## src/sv/ostt_pkg.sv

```systemverilog
package ostt_pkg;

  // Width of a stored count: twice a 16-bit offset.
  localparam int CountW = 17;

  // Request operation codes.
  localparam logic [1:0] FUNC_TICK   = 2'd0;
  localparam logic [1:0] FUNC_SET    = 2'd1;
  localparam logic [1:0] FUNC_CANCEL = 2'd2;

  // Response kinds.
  localparam logic [2:0] KIND_SET    = 3'd0;
  localparam logic [2:0] KIND_FULL   = 3'd1;
  localparam logic [2:0] KIND_CANCEL = 3'd2;
  localparam logic [2:0] KIND_FIRED  = 3'd3;
  localparam logic [2:0] KIND_IDLE   = 3'd4;

  // Request transaction.
  typedef struct packed {
    logic [1:0]  func;
    logic [15:0] timer_id;
    logic [15:0] offset;
  } req_t;

  // Response transaction.
  typedef struct packed {
    logic [2:0]  kind;
    logic [15:0] fired_id;
    logic        last;
  } rsp_t;

  // Operation that every cell of the chain performs.
  typedef enum logic [2:0] {
    OP_HOLD,
    OP_MATCH,
    OP_BUBBLE,
    OP_SHIFT,
    OP_INSERT,
    OP_DEC
  } cell_op_t;

  // Command broadcast to the chain.
  typedef struct packed {
    cell_op_t            op;
    logic [CountW-1:0]   key_count;
  } cell_cmd_t;

endpackage

```

## src/sv/one_shot_timer_table.sv

```systemverilog
// Channel  | Direction | Handshake               | Payload
// req      | in        | req_valid / req_stall   | ostt_pkg::req_t
// rsp      | out       | rsp_valid / rsp_stall   | ostt_pkg::rsp_t
//
// One request is worked at a time; req_stall is low only while the sequencer idles.
// Set and cancel pass through the match and bubble states, bubbling while the freed
// slot travels through the chain, then the place state. A tick pops each expired timer,
// then decrements the rest. Timers live in a chain of SLOTS cells kept in count order.
// Reset empties the table within the reset cycle; no clearing pass is needed.
// While rsp_stall holds a full output register, the sequencer waits at its next result.
module one_shot_timer_table #(
  parameter int SLOTS   = 16,
  parameter int ID_BITS = 16
) (
  input  logic            clk,
  input  logic            rst,
  input  logic            req_valid,
  output logic            req_stall,
  input  ostt_pkg::req_t  req,
  output logic            rsp_valid,
  input  logic            rsp_stall,
  output ostt_pkg::rsp_t  rsp
);

  localparam int IdW = (ID_BITS < 16) ? ID_BITS : 16;

  typedef enum logic [5:0] {
    ST_IDLE   = 6'b000001,
    ST_MATCH  = 6'b000010,
    ST_BUBBLE = 6'b000100,
    ST_PLACE  = 6'b001000,
    ST_TICK   = 6'b010000,
    ST_SPARE  = 6'b100000
  } state_t;

  state_t                      state, state_next;
  logic [1:0]                  op_func;
  logic [IdW-1:0]              op_id;
  logic [ostt_pkg::CountW-1:0] op_count;
  logic                        fired_any, fired_any_next;
  ostt_pkg::cell_cmd_t         cmd;
  logic                        rsp_load;
  ostt_pkg::rsp_t              rsp_next;
  logic                        rsp_free;

  logic [SLOTS-1:0]            c_valid;
  logic [SLOTS-1:0]            c_hole;
  logic [SLOTS-1:0]            c_cmp;
  logic [SLOTS-1:0]            c_fire;
  logic [IdW-1:0]              c_id    [SLOTS];
  logic [ostt_pkg::CountW-1:0] c_count [SLOTS];

  // The chain of timer cells; the ends see an empty neighbor.
  for (genvar i = 0; i < SLOTS; i++) begin : g_cell
    logic                        l_valid, l_cmp, l_hole, r_valid;
    logic [IdW-1:0]              l_id, r_id;
    logic [ostt_pkg::CountW-1:0] l_count, r_count;

    if (i == 0) begin : g_first
      assign l_valid = 1'b0;
      assign l_id    = '0;
      assign l_count = '0;
      assign l_cmp   = 1'b0;
      assign l_hole  = 1'b0;
    end else begin : g_inner_l
      assign l_valid = c_valid[i-1];
      assign l_id    = c_id[i-1];
      assign l_count = c_count[i-1];
      assign l_cmp   = c_cmp[i-1];
      assign l_hole  = c_hole[i-1];
    end

    if (i == SLOTS - 1) begin : g_last
      assign r_valid = 1'b0;
      assign r_id    = '0;
      assign r_count = '0;
    end else begin : g_inner_r
      assign r_valid = c_valid[i+1];
      assign r_id    = c_id[i+1];
      assign r_count = c_count[i+1];
    end

    ostt_cell #(
      .ID_W(IdW)
    ) u_cell (
      .clk        (clk),
      .rst        (rst),
      .cmd        (cmd),
      .key_id     (op_id),
      .left_valid (l_valid),
      .left_id    (l_id),
      .left_count (l_count),
      .left_cmp   (l_cmp),
      .left_hole  (l_hole),
      .right_valid(r_valid),
      .right_id   (r_id),
      .right_count(r_count),
      .valid      (c_valid[i]),
      .id         (c_id[i]),
      .count      (c_count[i]),
      .hole       (c_hole[i]),
      .cmp        (c_cmp[i]),
      .fire       (c_fire[i])
    );
  end

  assign req_stall = (state != ST_IDLE);
  assign rsp_free  = !rsp_valid || !rsp_stall;

  // Sequencer: picks the chain operation and the result for this cycle.
  always_comb begin
    state_next     = state;
    fired_any_next = fired_any;
    cmd.op         = ostt_pkg::OP_HOLD;
    cmd.key_count  = op_count;
    rsp_load       = 1'b0;
    rsp_next       = '0;
    case (state)
      ST_IDLE: begin
        fired_any_next = 1'b0;
        if (req_valid) begin
          case (req.func)
            ostt_pkg::FUNC_TICK: begin
              state_next = ST_TICK;
            end
            ostt_pkg::FUNC_SET, ostt_pkg::FUNC_CANCEL: begin
              state_next = ST_MATCH;
            end
            default: begin
            end
          endcase
        end
      end
      ST_MATCH: begin
        cmd.op     = ostt_pkg::OP_MATCH;
        state_next = ST_BUBBLE;
      end
      ST_BUBBLE: begin
        if (|c_hole) begin
          cmd.op = ostt_pkg::OP_BUBBLE;
        end else begin
          state_next = ST_PLACE;
        end
      end
      ST_PLACE: begin
        if (rsp_free) begin
          rsp_load          = 1'b1;
          rsp_next.fired_id = 16'(op_id);
          rsp_next.last     = 1'b1;
          if (op_func == ostt_pkg::FUNC_SET) begin
            if (c_valid[SLOTS-1]) begin
              rsp_next.kind = ostt_pkg::KIND_FULL;
            end else begin
              rsp_next.kind = ostt_pkg::KIND_SET;
              cmd.op        = ostt_pkg::OP_INSERT;
            end
          end else begin
            rsp_next.kind = ostt_pkg::KIND_CANCEL;
          end
          state_next = ST_IDLE;
        end
      end
      ST_TICK: begin
        // Expired timers form the head of the chain; pop them one by one.
        if (c_fire[0]) begin
          if (rsp_free) begin
            rsp_load          = 1'b1;
            rsp_next.kind     = ostt_pkg::KIND_FIRED;
            rsp_next.fired_id = 16'(c_id[0]);
            rsp_next.last     = !c_fire[1];
            cmd.op            = ostt_pkg::OP_SHIFT;
            fired_any_next    = 1'b1;
          end
        end else if (fired_any) begin
          cmd.op     = ostt_pkg::OP_DEC;
          state_next = ST_IDLE;
        end else if (rsp_free) begin
          rsp_load      = 1'b1;
          rsp_next.kind = ostt_pkg::KIND_IDLE;
          rsp_next.last = 1'b1;
          cmd.op        = ostt_pkg::OP_DEC;
          state_next    = ST_IDLE;
        end
      end
      default: begin
        state_next = ST_IDLE;
      end
    endcase
  end

  // Control state.
  always_ff @(posedge clk) begin
    if (rst) begin
      state     <= ST_IDLE;
      fired_any <= 1'b0;
      rsp_valid <= 1'b0;
    end else begin
      state     <= state_next;
      fired_any <= fired_any_next;
      if (rsp_load) begin
        rsp_valid <= 1'b1;
      end else if (!rsp_stall) begin
        rsp_valid <= 1'b0;
      end
    end
  end

  // Request capture and output register.
  always_ff @(posedge clk) begin
    if (state == ST_IDLE && req_valid) begin
      op_func  <= req.func;
      op_id    <= req.timer_id[IdW-1:0];
      op_count <= {req.offset, 1'b0};
    end
    if (rsp_load) begin
      rsp <= rsp_next;
    end
  end

endmodule

```

## src/sv/ostt_cell.sv

```systemverilog
module ostt_cell #(
  parameter int ID_W = 16
) (
  input  logic                      clk,
  input  logic                      rst,
  input  ostt_pkg::cell_cmd_t       cmd,
  input  logic [ID_W-1:0]           key_id,
  input  logic                      left_valid,
  input  logic [ID_W-1:0]           left_id,
  input  logic [ostt_pkg::CountW-1:0] left_count,
  input  logic                      left_cmp,
  input  logic                      left_hole,
  input  logic                      right_valid,
  input  logic [ID_W-1:0]           right_id,
  input  logic [ostt_pkg::CountW-1:0] right_count,
  output logic                      valid,
  output logic [ID_W-1:0]           id,
  output logic [ostt_pkg::CountW-1:0] count,
  output logic                      hole,
  output logic                      cmp,
  output logic                      fire
);

  // An empty cell sorts after every timer; a timer with count of one or less
  // expires on the coming tick.
  always_comb begin
    cmp  = !valid || (count > cmd.key_count);
    fire = valid && (count <= ostt_pkg::CountW'(1));
  end

  // One step of the chain operation selected by the sequencer.
  always_ff @(posedge clk) begin
    if (rst) begin
      valid <= 1'b0;
      hole  <= 1'b0;
    end else begin
      case (cmd.op)
        ostt_pkg::OP_MATCH: begin
          hole <= valid && (id == key_id);
        end
        ostt_pkg::OP_BUBBLE: begin
          // A hole pulls its right neighbor in; the neighbor becomes the hole.
          if (hole) begin
            valid <= right_valid;
            id    <= right_id;
            count <= right_count;
            hole  <= 1'b0;
          end else begin
            hole <= left_hole && valid;
          end
        end
        ostt_pkg::OP_SHIFT: begin
          valid <= right_valid;
          id    <= right_id;
          count <= right_count;
        end
        ostt_pkg::OP_INSERT: begin
          // Cells past the insertion point move right by one.
          if (cmp) begin
            if (left_cmp) begin
              valid <= left_valid;
              id    <= left_id;
              count <= left_count;
            end else begin
              valid <= 1'b1;
              id    <= key_id;
              count <= cmd.key_count;
            end
          end
        end
        ostt_pkg::OP_DEC: begin
          if (valid) begin
            count <= count - ostt_pkg::CountW'(1);
          end
        end
        default: begin
        end
      endcase
    end
  end

endmodule
```

## config.mk

```make
export PLATFORM = sky130hd
export DESIGN_NAME = one_shot_timer_table
export DESIGN_NICKNAME = d
export VERILOG_FILES = /design/src/sv/ostt_pkg.sv /design/src/sv/one_shot_timer_table.sv /design/src/sv/ostt_cell.sv
export SDC_FILE = /design/constraint.sdc
export NUM_CORES = 2
export LEC_CHECK = 0
export ABC_AREA = 1
export BUFFER_PORTS_ARGS = -buffer_cell sky130_fd_sc_hd__buf_2
export CAP_MARGIN = 20
export CORE_UTILIZATION = 60
export DETAILED_ROUTE_END_ITERATION = 12
export HOLD_SLACK_MARGIN = 0.03
export MAX_ROUTING_LAYER = met4
export PLACE_DENSITY = 0.76
export RECOVER_POWER = 100
export SYNTH_ARGS = -nofsm -noshare
export SYNTH_HDL_FRONTEND = slang
export SYNTH_SLANG_ARGS = --single-unit
```

## constraint.sdc

```tcl
create_clock -name clk -period 11.4 [get_ports clk]
set_input_delay 2.28 -clock clk [delete_from_list [all_inputs] [get_ports clk]]
set_output_delay 2.28 -clock clk [all_outputs]
set_load 0.01 [all_outputs]
```

==> out/metrics.yaml <==
outcome: "finished with violations"
violations: "max-capacitance violations, max-slew violations"
seqPwrFrac: 0.474
cts.sink_count: 622
synth_area_um2: 47000
cp-startpoint: "rsp_stall"
ys_ff_latch: 622
cts_resized: 0
async_flop_share: 0
syn_inst: 6305
swShare: 0.254
min_period_over_period: 0.739
synth_top_cell_by_area: "edfxtp_1"
dp_hpwl_mm: 106
clk-insertion-delay-late_ps: 670
boundaryPins: 60
p_leak_uw: 0.0206
place.gp.congestion: 0.979
r2r-start: "rsp_valid$_SDFFE_PP0P_"
combPwrFrac: 0.068
synth.net_count: 6602
firstDrtPassIters: 7
syn_avg_cell_area_um2: 7.46
cp_max_fo: 132
synth_warnings: 0
final_antenna_net_count: 0
numCtsBuffers: 75
gr-total-overflow: 0
path_clk_slew_ps: 60
period_needed_ps: 8430
dp_cells: 7176
post_cts_buffers: 0
drtIter0Drc: 5997
slew_violations: 484
setup_viol_count_final: 0
hold_end: "fired_any$_SDFFE_PP0P_"
final_cells: 7325
relSlewSlack: -1.53
yosys-top-cells-area: "edfxtp_1 (37%), nand2_1 (12%), ha_1 (6.9%), a21oi_1 (5.7%), nor2_1 (5.7%)"
synth_edf_count: 582
worstHoldStart: "fired_any$_SDFFE_PP0P_"
initial_core_util: 0.607
portBuffers: 59
antenna_found_initial: 1
r2r-end: "g_cell[12].u_cell.count[11]$_DFFE_PP_"
hold_viol: 0
num_vias: 45900
cp-end-kind: "register"
ys_types: 51
floorplan.core_area_um2: 77500
p_int_uw: 3950
hold_class: "reg -> reg"
clock_path_buffers: 3
crit_type: "in -> reg"
post_route_cells_drive_above_1_share: 0.0461
power_density_nw_per_um2: 105
critical_path_arrival_ps: 8740
r2r_setup_slack_ps: 4400
die_w_um: 282
reg2regPathDepth: 9
area_growth_pct: 7.05
nets: 6521
drc: 0
die_h_um: 282
hold-path-cell-count: 2
cap_violations: 9
critPathLaunchType: "input pin"
crit_required_ps: 11720
synth_top_flop_cell: "edfxtp_1"
yosysSeqAreaShare: 0.389
skew_ps: 33.6
p_clk_frac: 0.457
cts_tree: "yes"
grt_pass1_wl_mm: 239
cts-root-buf: "clkbuf_16"
tightestPinTransition_ps: 3800
grt_pass1_vias: 43100
avgRoutedWirePerCell_um: 21.0
h-tree-depth: 3
cts-hold-fix-buffers: 0
rsz0062_at_grt: "false"
globalRouteTotalUtil: 0.394
ir_drop_mv: 0.131
grt_start_max_net_pins: 230
num_rows: 102
netlist.area_leader.share: 0.372
wl_mm: 154
viasPerCell: 6.27
timing.setup.tns_ps: 0
dieArea_um2: 79500
power_uw: 5300
timing.fmax_ghz: 0.119
p_sw_uw: 1340
## power groups by stage
stage,sequential (uW),clock [uW],combinational (uW)
floorplan,2550,0,230
global placement,2560,0,338
detailed placement,2560,0,348
CTS,2510,2420,350
global route,2510,2500,394
finish,2510,2420,361
## cells in the final DEF (no fill, tap or decap), types with 35 or more instances in the layout
| cell type | Yosys | layout |
|---|---|---|
| a21oi_1 | 537 | 531 |
| buf_2 | 147 | 35 |
| buf_4 | 3 | 80 |
| clkbuf_1 | 158 | 66 |
| clkbuf_16 | 0 | 75 |
| dfxtp_1 | 40 | 40 |
| edfxtp_1 | 582 | 582 |
| ha_1 | 259 | 259 |
| inv_1 | 625 | 625 |
| nand2_1 | 1477 | 1479 |
| nand3_1 | 503 | 503 |
| nand4_1 | 106 | 106 |
| nor2_1 | 710 | 709 |
| nor3_1 | 67 | 83 |
| o21ai_0 | 378 | 387 |
| o21bai_1 | 82 | 82 |
| o22ai_1 | 132 | 133 |
| xnor2_1 | 80 | 80 |
| xor2_1 | 153 | 153 |
## worst max-delay path, cell delays in order
cell and delay [ps]:
buf_2 100, nand2_1 180, inv_1 130, nor3_1 500
nand2_8 670, nand2_1 1140, clkbuf_1 2380, o21ai_4 540
nor3_1 340, buf_4 340
## sequential cells by signal (all words and copies together), names as in the netlist, 2 cells and up
name,flops
g_cell.u_cell.count,272
g_cell.u_cell.hole,16
g_cell.u_cell.id,256
g_cell.u_cell.valid,16
op_count,16
op_func,2
op_id,16
rsp,20
state,6
## kinds of logic (layout without fill, tap and decap cells)
family	Yosys count	in the layout	synth area share
AO/OA/AOI/OAI	1260	1260	0.150
XOR/XNOR	233	233	0.0434
adder cells (fa/ha/maj)	259	259	0.0689
buffers and inverters	974	953	0.0851
flip-flops	622	622	0.389
other	1	2	0.0000797
AND/OR/NAND/NOR	2956	2956	0.264
## metrics by stage
stage | utilization | instance area [um^2] | setup slack [ps] | hold WS [ps]
5_1_grt | 0.650 | 50300 | 2700 | 533
2_1_floorplan | - | 47000 | 6580 | 452
6_report | 0.650 | 50300 | 2970 | 508
3_3_place_gp | 0.618 | 47900 | 4970 | 480
4_1_cts | 0.650 | 50400 | 5570 | 503
3_5_place_dp | 0.619 | 47900 | 4910 | 494
## synthesized netlist by cell type, types with 7 or more instances
| master | count |
|---|---|
| o22ai_1 | 132 |
| a21o_1 | 14 |
| inv_1 | 625 |
| o21ai_0 | 378 |
| o21bai_1 | 82 |
| o211ai_1 | 13 |
| nor4_1 | 13 |
| o221ai_1 | 29 |
| edfxtp_1 | 582 |
| o2111ai_1 | 29 |
| dfxtp_1 | 40 |
| clkbuf_1 | 158 |
| a21oi_1 | 537 |
| nand4_1 | 106 |
| ha_1 | 259 |
| inv_2 | 7 |
| nor3_2 | 20 |
| buf_1 | 7 |
| nand3_1 | 503 |
| o21ai_1 | 26 |
| xnor2_1 | 80 |
| nand2_1 | 1477 |
| nor2_1 | 710 |
| nor3_1 | 67 |
| buf_2 | 147 |
| xor2_1 | 153 |
| buf_6 | 20 |
| and3_1 | 11 |
| or2_2 | 23 |
## layer usage
layer	track usage	share of wire	vias up
li1	-	-	21200
met4	0.177	0.049	0
met5	-	0	-
met1	0.519	0.39	21400
met2	0.597	0.44	2830
met3	0.0625	0.11	501
## area by class of cell
class	instances	area (um^2)
multi-input combinational	4709	24700
timing repair buffer	177	1220
clock inverter	44	454
clock buffer	93	1960
antenna	1	2.50
tap	1040	1300
sequential	622	18300
fill	6878	27100
inverter	639	2410
## how the worst max path moves through the flow
stage                                                  endpoint  slack (ps)  cells after the start
after floorplan             g_cell[0].u_cell.count[0]$_DFFE_PP_        6580                      9
after global placement        g_cell[7].u_cell.id[12]$_DFFE_PP_        4970                     11
after detailed placement   g_cell[7].u_cell.count[12]$_DFFE_PP_        4910                     11
after CTS                   g_cell[7].u_cell.count[8]$_DFFE_PP_        5570                     11
after global routing          g_cell[5].u_cell.id[13]$_DFFE_PP_        2700                      9
final                     g_cell[12].u_cell.count[11]$_DFFE_PP_        2970                     10
No activity file was read; power rests on OpenSTA's default activity.
